===== config.mk =====
export PLATFORM = sky130hd
export DESIGN_NAME = fir_filter_with_mode_select_unit_flat
export DESIGN_NICKNAME = d
export VERILOG_FILES = /design/src/design/fwms_pkg.sv /design/src/design/fwms_if.sv /design/src/design/fir_filter_with_mode_select_unit.sv /design/src/design/fwms_ctrl.sv /design/src/design/fwms_datapath.sv /design/src/flat_wrapper.sv
export SDC_FILE = /design/constraint.sdc
export NUM_CORES = 2
export LEC_CHECK = 0
export BUFFER_PORTS_ARGS = -buffer_cell sky130_fd_sc_hd__buf_2
export CAP_MARGIN = 25
export CORE_MARGIN = 8
export CORE_UTILIZATION = 43
export CTS_CLUSTER_DIAMETER = 150
export DETAILED_ROUTE_END_ITERATION = 6
export PLACE_DENSITY = 0.56
export SYNTH_ARGS = -nofsm -noshare
export SYNTH_HDL_FRONTEND = slang
export SYNTH_SLANG_ARGS = --single-unit

===== constraint.sdc =====
create_clock -name clk -period 7.55 [get_ports clk]
set_input_delay 1.51 -clock clk [delete_from_list [all_inputs] [get_ports clk]]
set_output_delay 1.51 -clock clk [all_outputs]
set_load 0.1 [all_outputs]

===== src/design/fwms_pkg.sv =====
// Package with the shared widths, codes and controller/datapath signal groups.
package fwms_pkg;

  // Default tap count.
  localparam int TAPS_DEFAULT = 64;

  // Field widths.
  localparam int SAMPLE_W = 12;
  localparam int COEF_W   = 16;
  localparam int CIDX_W   = 6;
  localparam int CODE_W   = 12;
  localparam int MODE_W   = 2;

  // Product of a 16-bit coefficient and a 12-bit history value.
  localparam int PROD_W = COEF_W + SAMPLE_W;
  // The sum wraps at 28 bits; its bits 27:16, plus a bias, form the output code.
  localparam int ACC_W     = PROD_W;
  localparam int OUT_SHIFT = 16;

  // Arithmetic constants.
  localparam logic [SAMPLE_W-1:0] SAMPLE_OFFSET = 12'd2048;
  localparam logic [CODE_W-1:0]   OUT_BIAS      = 12'd1862;

  // Mode register codes; any other code acts as hold.
  localparam logic [MODE_W-1:0] MODE_PASS = 2'd0;
  localparam logic [MODE_W-1:0] MODE_FIR  = 2'd1;
  localparam logic [MODE_W-1:0] MODE_HOLD = 2'd2;

  // Input word kinds.
  localparam logic FUNC_SAMPLE = 1'b0;
  localparam logic FUNC_COEF   = 1'b1;

  // Commands from the controller to the datapath.
  typedef struct packed {
    logic hist_wr;
    logic coef_wr;
    logic start_mac;
    logic issue;
    logic take_mac;
    logic res_sample;
    logic res_last;
    logic out_load;
  } fwms_cmd_t;

  // Status from the datapath to the controller.
  typedef struct packed {
    logic last_issue;
    logic pipe_empty;
    logic out_free;
  } fwms_stat_t;

endpackage


===== src/design/fwms_if.sv =====
// Valid/ready channel interfaces for the input and output words.
interface fwms_in_if import fwms_pkg::*; ();
  logic                     valid;
  logic                     ready;
  logic                     func;
  logic [SAMPLE_W-1:0]      sample;
  logic [CIDX_W-1:0]        coef_index;
  logic signed [COEF_W-1:0] coef_value;

  modport source (output valid, output func, output sample, output coef_index,
                  output coef_value, input ready);
  modport sink (input valid, input func, input sample, input coef_index,
                input coef_value, output ready);
endinterface

interface fwms_out_if import fwms_pkg::*; ();
  logic              valid;
  logic              ready;
  logic [CODE_W-1:0] dac_code;

  modport source (output valid, output dac_code, input ready);
  modport sink (input valid, input dac_code, output ready);
endinterface


===== src/design/fir_filter_with_mode_select_unit.sv =====
// Top level of the FIR filter with mode select: controller, datapath and checks.
//
//  Channel   Direction  Kind            Contents
//  din       in         valid/ready     func, sample, coef_index, coef_value
//  dout      out        valid/ready     dac_code
//  mode_*    in         write enable    2-bit mode register
//
// A coefficient word is written when accepted. A passthrough or hold sample sets the
// result word, which is then loaded into the output register. A filtered sample runs
// through the single multiply-accumulate pipeline, reading one tap per cycle from the
// two memories. The next word is accepted in the cycle after the result is loaded, even
// if the output word has not been taken. A result waits in place while dout is stalled.
// Reset clears the history valid bits at once; no clearing pass is needed.
module fir_filter_with_mode_select_unit import fwms_pkg::*; #(
  parameter int TAPS = TAPS_DEFAULT
) (
  input  logic              clk,
  input  logic              rst,
  input  logic              mode_we,
  input  logic [MODE_W-1:0] mode_wdata,
  fwms_in_if.sink           din,
  fwms_out_if.source        dout
);

  fwms_cmd_t  cmd;
  fwms_stat_t stat;
  logic       in_ready;

  assign din.ready = in_ready;

  // Controller.
  fwms_ctrl u_ctrl (
    .clk        (clk),
    .rst        (rst),
    .in_valid   (din.valid),
    .in_func    (din.func),
    .in_ready   (in_ready),
    .mode_we    (mode_we),
    .mode_wdata (mode_wdata),
    .stat       (stat),
    .cmd        (cmd)
  );

  // Datapath.
  fwms_datapath #(
    .TAPS (TAPS)
  ) u_datapath (
    .clk        (clk),
    .rst        (rst),
    .cmd        (cmd),
    .stat       (stat),
    .sample     (din.sample),
    .coef_index (din.coef_index),
    .coef_value (din.coef_value),
    .dout       (dout)
  );

  // An output word appears only after the controller loads a result.
  a_out_from_load: assert property (@(posedge clk) disable iff (rst)
    $rose(dout.valid) |-> $past(cmd.out_load))
    else $error("output valid rose without a result load");

  // A result is never loaded over a word that is still waiting.
  a_load_when_free: assert property (@(posedge clk) disable iff (rst)
    cmd.out_load |-> (!dout.valid || dout.ready))
    else $error("result loaded over a pending output word");

  // The sum is taken only once the MAC pipeline has drained.
  a_take_after_drain: assert property (@(posedge clk) disable iff (rst)
    cmd.take_mac |-> stat.pipe_empty)
    else $error("filter sum taken while the pipeline is busy");

  // Tap issue stops after the last tap.
  a_issue_stops: assert property (@(posedge clk) disable iff (rst)
    (cmd.issue && stat.last_issue) |=> !cmd.issue)
    else $error("tap issue ran past the last tap");

endmodule


===== src/design/fwms_ctrl.sv =====
// Controller state machine: input handshake, mode register and sequencing.
module fwms_ctrl import fwms_pkg::*; (
  input  logic              clk,
  input  logic              rst,
  input  logic              in_valid,
  input  logic              in_func,
  output logic              in_ready,
  input  logic              mode_we,
  input  logic [MODE_W-1:0] mode_wdata,
  input  fwms_stat_t        stat,
  output fwms_cmd_t         cmd
);

  localparam logic [1:0] S_IDLE  = 2'd0;
  localparam logic [1:0] S_RUN   = 2'd1;
  localparam logic [1:0] S_DRAIN = 2'd2;
  localparam logic [1:0] S_FIN   = 2'd3;

  logic [1:0]        state;
  logic [1:0]        state_next;
  logic [MODE_W-1:0] mode;
  logic              accept;

  // Mode register.
  always_ff @(posedge clk) begin
    if (rst) begin
      mode <= MODE_PASS;
    end else if (mode_we) begin
      mode <= mode_wdata;
    end
  end

  assign in_ready = (state == S_IDLE);
  assign accept   = in_valid && in_ready;

  // Next state and commands.
  always_comb begin
    state_next = state;
    cmd        = '0;
    unique case (state)
      S_IDLE: begin
        if (accept) begin
          if (in_func == FUNC_COEF) begin
            cmd.coef_wr = 1'b1;
          end else begin
            cmd.hist_wr = 1'b1;
            priority if (mode == MODE_PASS) begin
              cmd.res_sample = 1'b1;
              state_next     = S_FIN;
            end else if (mode == MODE_FIR) begin
              cmd.start_mac = 1'b1;
              state_next    = S_RUN;
            end else begin
              // Hold and the unused code both repeat the last word.
              cmd.res_last = 1'b1;
              state_next   = S_FIN;
            end
          end
        end
      end
      S_RUN: begin
        cmd.issue = 1'b1;
        if (stat.last_issue) begin
          state_next = S_DRAIN;
        end
      end
      S_DRAIN: begin
        if (stat.pipe_empty) begin
          cmd.take_mac = 1'b1;
          state_next   = S_FIN;
        end
      end
      S_FIN: begin
        if (stat.out_free) begin
          cmd.out_load = 1'b1;
          state_next   = S_IDLE;
        end
      end
      default: begin
        state_next = S_IDLE;
      end
    endcase
  end

  // State register.
  always_ff @(posedge clk) begin
    if (rst) begin
      state <= S_IDLE;
    end else begin
      state <= state_next;
    end
  end

endmodule


===== src/design/fwms_datapath.sv =====
// Datapath: history and coefficient memories, MAC pipeline and output register.
module fwms_datapath import fwms_pkg::*; #(
  parameter int TAPS = TAPS_DEFAULT
) (
  input  logic                     clk,
  input  logic                     rst,
  input  fwms_cmd_t                cmd,
  output fwms_stat_t               stat,
  input  logic [SAMPLE_W-1:0]      sample,
  input  logic [CIDX_W-1:0]        coef_index,
  input  logic signed [COEF_W-1:0] coef_value,
  fwms_out_if.source               dout
);

  localparam int PW = $clog2(TAPS);
  localparam int IW = (PW > CIDX_W) ? PW : CIDX_W;
  localparam logic [PW-1:0] LAST_TAP = PW'(TAPS - 1);

  logic signed [SAMPLE_W-1:0] hist_mem [TAPS];
  logic signed [COEF_W-1:0]   coef_mem [TAPS];
  logic [TAPS-1:0]            hvalid;

  logic [PW-1:0]              ptr;
  logic [PW-1:0]              cnt;
  logic [PW-1:0]              raddr;
  logic [IW-1:0]              idx_ext;
  logic [PW-1:0]              coef_addr;
  logic                       coef_ok;

  logic signed [SAMPLE_W-1:0] hist_q;
  logic signed [COEF_W-1:0]   coef_q;
  logic                       hv_q;
  logic                       s1_v;
  logic signed [PROD_W-1:0]   prod;
  logic                       s2_v;
  logic [ACC_W-1:0]           acc;

  logic [CODE_W-1:0]          res;
  logic [CODE_W-1:0]          last_code;
  logic [CODE_W-1:0]          out_code;
  logic                       out_valid;

  // Coefficient write address; taps at or above the tap count are dropped.
  assign idx_ext   = IW'(coef_index);
  assign coef_addr = idx_ext[PW-1:0];
  assign coef_ok   = (int'(idx_ext) < TAPS);

  // History memory: new sample at the pointer, registered read during the MAC run.
  always_ff @(posedge clk) begin
    if (cmd.hist_wr) begin
      hist_mem[ptr] <= sample - SAMPLE_OFFSET;
    end
    if (cmd.issue) begin
      hist_q <= hist_mem[raddr];
    end
  end

  // Coefficient memory.
  always_ff @(posedge clk) begin
    if (cmd.coef_wr && coef_ok) begin
      coef_mem[coef_addr] <= coef_value;
    end
    if (cmd.issue) begin
      coef_q <= coef_mem[cnt];
    end
  end

  // History valid bits; an entry never written reads as zero.
  always_ff @(posedge clk) begin
    if (rst) begin
      hvalid <= '0;
    end else if (cmd.hist_wr) begin
      hvalid[ptr] <= 1'b1;
    end
  end

  always_ff @(posedge clk) begin
    if (cmd.issue) begin
      hv_q <= hvalid[raddr];
    end
  end

  // Tap counter and history address, walking newest to oldest.
  always_ff @(posedge clk) begin
    if (cmd.start_mac) begin
      cnt   <= '0;
      raddr <= ptr;
    end else if (cmd.issue) begin
      cnt   <= cnt + 1'b1;
      raddr <= (raddr == '0) ? LAST_TAP : raddr - 1'b1;
    end
  end

  // Pipeline stage flags.
  always_ff @(posedge clk) begin
    if (rst) begin
      s1_v <= 1'b0;
      s2_v <= 1'b0;
    end else begin
      s1_v <= cmd.issue;
      s2_v <= s1_v;
    end
  end

  // Multiply stage.
  always_ff @(posedge clk) begin
    if (s1_v) begin
      if (hv_q) begin
        prod <= coef_q * hist_q;
      end else begin
        prod <= '0;
      end
    end
  end

  // Accumulate stage; the sum wraps.
  always_ff @(posedge clk) begin
    if (cmd.start_mac) begin
      acc <= '0;
    end else if (s2_v) begin
      acc <= acc + ACC_W'(prod);
    end
  end

  // Write pointer advances only after a filtered sample.
  always_ff @(posedge clk) begin
    if (rst) begin
      ptr <= '0;
    end else if (cmd.take_mac) begin
      ptr <= (ptr == LAST_TAP) ? '0 : ptr + 1'b1;
    end
  end

  // Result word for the current sample.
  always_ff @(posedge clk) begin
    if (cmd.res_sample) begin
      res <= sample;
    end else if (cmd.res_last) begin
      res <= last_code;
    end else if (cmd.take_mac) begin
      res <= acc[OUT_SHIFT +: CODE_W] + OUT_BIAS;
    end
  end

  // Last delivered code, repeated in hold mode.
  always_ff @(posedge clk) begin
    if (rst) begin
      last_code <= '0;
    end else if (cmd.out_load) begin
      last_code <= res;
    end
  end

  // Output register.
  always_ff @(posedge clk) begin
    if (rst) begin
      out_valid <= 1'b0;
    end else if (cmd.out_load) begin
      out_valid <= 1'b1;
    end else if (dout.ready) begin
      out_valid <= 1'b0;
    end
  end

  always_ff @(posedge clk) begin
    if (cmd.out_load) begin
      out_code <= res;
    end
  end

  assign dout.valid    = out_valid;
  assign dout.dac_code = out_code;

  // Status to the controller.
  assign stat.last_issue = (cnt == LAST_TAP);
  assign stat.pipe_empty = !s1_v && !s2_v;
  assign stat.out_free   = !out_valid || dout.ready;

endmodule

===== src/flat_wrapper.sv =====
// flat-port wrapper written by rule: the top's interface ports become plain ports
module fir_filter_with_mode_select_unit_flat import fwms_pkg::*;
#(
  parameter int TAPS = TAPS_DEFAULT
)
  (clk, rst, mode_we, mode_wdata, din_valid, din_func, din_sample, din_coef_index, din_coef_value, din_ready, dout_valid, dout_dac_code, dout_ready);
  fwms_in_if din_i ();
  fwms_out_if dout_i ();
  input  logic clk;
  input  logic rst;
  input  logic mode_we;
  input  logic [MODE_W-1:0] mode_wdata;
  input wire logic [$bits(din_i.valid)-1:0] din_valid;
  input wire logic [$bits(din_i.func)-1:0] din_func;
  input wire logic [$bits(din_i.sample)-1:0] din_sample;
  input wire logic [$bits(din_i.coef_index)-1:0] din_coef_index;
  input wire logic [$bits(din_i.coef_value)-1:0] din_coef_value;
  output wire logic [$bits(din_i.ready)-1:0] din_ready;
  output wire logic [$bits(dout_i.valid)-1:0] dout_valid;
  output wire logic [$bits(dout_i.dac_code)-1:0] dout_dac_code;
  input wire logic [$bits(dout_i.ready)-1:0] dout_ready;
  assign din_i.valid = din_valid;
  assign din_i.func = din_func;
  assign din_i.sample = din_sample;
  assign din_i.coef_index = din_coef_index;
  assign din_i.coef_value = din_coef_value;
  assign din_ready = din_i.ready;
  assign dout_valid = dout_i.valid;
  assign dout_dac_code = dout_i.dac_code;
  assign dout_i.ready = dout_ready;
  fir_filter_with_mode_select_unit #(.TAPS(TAPS)) u_core (.clk(clk), .rst(rst), .mode_we(mode_we), .mode_wdata(mode_wdata), .din(din_i), .dout(dout_i));
endmodule

==> impl_metrics.json <==
{
  "outcome": "finished, final reports clean",
  "area_growth_pct": 12.8,
  "max_cap_viol_count": 0,
  "drt-vias-per-instance": 5.48,
  "row_count": 163,
  "cts_sinks": 2002,
  "cp-start-kind": "flip-flop",
  "critical_path_class": "flip-flop to flip-flop",
  "path_cells": "nand2_1, inv_1, fa_1, fa_1, fa_1, fa_1, inv_1, fa_1, inv_1, ha_1, a21oi_1, a21boi_0, o21ai_0, o21ai_1, o311ai_1, a21boi_1, or3_1, and3_1",
  "grt_overflow": 0,
  "htree_levels": 4,
  "crit_buf_inv": 3,
  "yosysWarnings": 0,
  "hpwlAfterDp_mm": 119,
  "critPathTopFamily": "adder cells",
  "setup.worst_path.end_class": "flip-flop",
  "path_clk_slew_ps": 60,
  "layout-drive-gt1-share_pct": 24.5,
  "path_common_cell": "fa_1",
  "syn-num-nets": 4711,
  "dr.pass1.iters": 5,
  "hold_class": "flip-flop to flip-flop",
  "relSlewSlack_pct": 30.6,
  "synth-edff-count": 1879,
  "dieArea_sq_mm": 0.211,
  "first_global_vias": 41900,
  "cts_resized": 0,
  "io_buffers": 55,
  "drcViolationCount": 0,
  "ys_ff_latch": 2002,
  "io_pins": 56,
  "worst_slew_pin_slew_ps": 1040,
  "finalHoldViolations": 0,
  "die_w_um": 460,
  "finish.utilization_pct": 48.6,
  "clockBufferDepth": 3,
  "nNetsFinal": 4904,
  "setup_violations": 0,
  "dominantRegCellSynth": "edfxtp_1",
  "antenna_left": 0,
  "rsz0062_at_grt": "no",
  "cp.arrival_ps": 6580,
  "grt.total_usage_pct": 18.5,
  "critical-path-max-stage-delay_ps": 810,
  "first_iter_violations": 3513,
  "avgSynthCellArea_sq_um": 19.3,
  "slew_violations": 0,
  "grt_max_degree": 141,
  "die_h_um": 460,
  "hold_buffers": 0,
  "clk_latency_ps": 840,
  "via_count": 40600,
  "setup_tns_ps": 0,
  "period_share_pct": 79.4,
  "synth_cell_type_count": 60,
  "cts_setup_buffers": 0,
  "wire_per_inst_um": 26.5,
  "cts_tree": "done",
  "max_freq_mhz": 167,
  "synth_cells": 4395,
  "syn_area_sq_mm": 0.0847,
  "ys_async_sr_fraction_pct": 0,
  "skew_ps": 51.3,
  "cts_buffers": 206,
  "grt_antenna_before_repair": 7,
  "critPathMaxFanout": 16,
  "start_util_pct": 43.1,
  "ys_seq_area_share_pct": 69.5,
  "root_buffer": "clkbuf_16",
  "totalWireLength_mm": 196,
  "required_ps": 8130,
  "fin_crit_ps": 5990,
  "core_sq_mm": 0.197,
  "grt_pass1_wl_mm": 291,
  "gp_congestion": 0.799,
  "cpMaxStageDelayCell": "edfxtp_1"
}
kinds of logic after synthesis:
| kind of cell | Yosys count | synth area share (%) |
|---|---|---|
| fa+ha+maj | 274 | 5.64 |
| buf+inv | 452 | 2.17 |
| compound gates | 224 | 1.73 |
| mux | 639 | 16.4 |
| simple gates | 741 | 3.89 |
| flops | 2002 | 69.5 |
| xor+xnor | 63 | 0.652 |
synthesized netlist by cell type, types with 6 or more instances:
library cell | instances | area share (%)
nor2b_1 | 15 | 0.11
xor2_1 | 21 | 0.22
nor2_1 | 339 | 1.5
inv_1 | 235 | 1.0
ha_1 | 95 | 1.4
fa_1 | 179 | 4.2
mux4_2 | 597 | 16
o21ai_0 | 32 | 0.19
o21bai_1 | 8 | 0.071
a21oi_1 | 76 | 0.45
buf_4 | 9 | 0.080
and2_1 | 78 | 0.58
o21ba_2 | 13 | 0.15
a21o_1 | 18 | 0.16
buf_1 | 35 | 0.16
a211oi_1 | 21 | 0.19
edfxtp_1 | 1879 | 67
dfxtp_1 | 123 | 2.9
or3_1 | 7 | 0.052
nand4_1 | 6 | 0.044
nand2_1 | 196 | 0.87
buf_2 | 41 | 0.24
o221ai_1 | 10 | 0.10
clkbuf_1 | 125 | 0.55
nand3b_1 | 9 | 0.080
buf_6 | 7 | 0.093
xnor2_1 | 42 | 0.43
nand2b_1 | 17 | 0.13
nor3b_1 | 6 | 0.053
nor3_1 | 23 | 0.14
nand3_1 | 17 | 0.10
or2_2 | 7 | 0.052
mux2i_1 | 42 | 0.50
worst paths after layout:
kind | from | end | slack [ps] | cells past startpoint
worst min-delay path | u_core.u_datapath.res[7] | u_core.u_datapath.dout.dac_code[7] | 450 | 0
worst max register to register | u_core.u_datapath.hist_q[3] | u_core.u_datapath.prod[25] | 1560 | 18
worst max-delay path | u_core.u_datapath.hist_q[3] | u_core.u_datapath.prod[25] | 1560 | 18
worst min register to register | u_core.u_datapath.res[7] | u_core.u_datapath.dout.dac_code[7] | 450 | 0
registers in the layout, summed over array words and instances (netlist names), 12 cells and up:
signal                           count
u_core.u_datapath.acc               28
u_core.u_datapath.last_code         12
u_core.u_datapath.prod              28
u_core.u_datapath.hist_mem         768
u_core.u_datapath.coef_mem        1024
u_core.u_datapath.hvalid            64
u_core.u_datapath.dout.dac_code     12
u_core.u_datapath.coef_q            16
u_core.u_datapath.hist_q            12
u_core.u_datapath.res               12
through the flow:
stage | worst slack, ps | area (sq um) | std cells | hold WS (ps)
after floorplan | 2070 | 84700 | 4395 | 426
after global placement | 1640 | 88500 | 7002 | 428
after detailed placement | 1560 | 88700 | 7011 | 436
after CTS | 1590 | 95300 | 7397 | 449
after global routing | 1170 | 95500 | 7407 | 455
final | 1560 | 95500 | 7408 | 448
routing by layer:
layer | GRT usage (%) | up-vias | wire [um]
met5 | 0 | - | 0
met4 | 3.71 | 0 | 3000
met3 | 2.62 | 208 | 9020
met2 | 30.5 | 1007 | 96900
met1 | 26.5 | 21700 | 87400
li1 | - | 17700 | -
area by class of cell:
cell class	instances	area, sq um
clock inverters	98	950
well taps	2640	3300
fillers	16200	101000
multi-input cells	1941	24100
diodes	2	5.00
repair buffers	202	1660
inverters	235	882
clock buffers	288	5720
flip-flops and latches	2002	58900
worst register-to-register path: cells and delay by family, from the launching register on:
kind | cells | cell delay (ps)
simple gates | 3 | 750
compound gates | 6 | 1250
buf+inv | 3 | 230
fa+ha+maj | 6 | 2740
flops | 1 | 810
cells in the final DEF (no fill, tap or decap), drive strengths merged, types with 5 or more instances in the layout:
cell and n:
a21oi 76, dfxtp 123, or3 7, nand4 6, o21ba 14, nor2b 15
clkbuf 288, nand2 196, nor4 5, a21o 18, o21a 5, o21ai 36
a211oi 21, fa 179, xnor2 42, nor3 23, nand2b 17, buf 202
ha 95, nand3 17, mux2i 42, a31oi 5, nand3b 9, or2 7
mux4 597, and2 78, and3 5, clkinv 71, o221ai 10, edfxtp 1879
nor3b 6, o22ai 5, bufinv 12, xor2 21, nor2 339, o21bai 8
inv 246
Power is left out: the tool's default activity adds up to more than one toggle a clock period on the data nets, which glitch-free logic cannot reach.
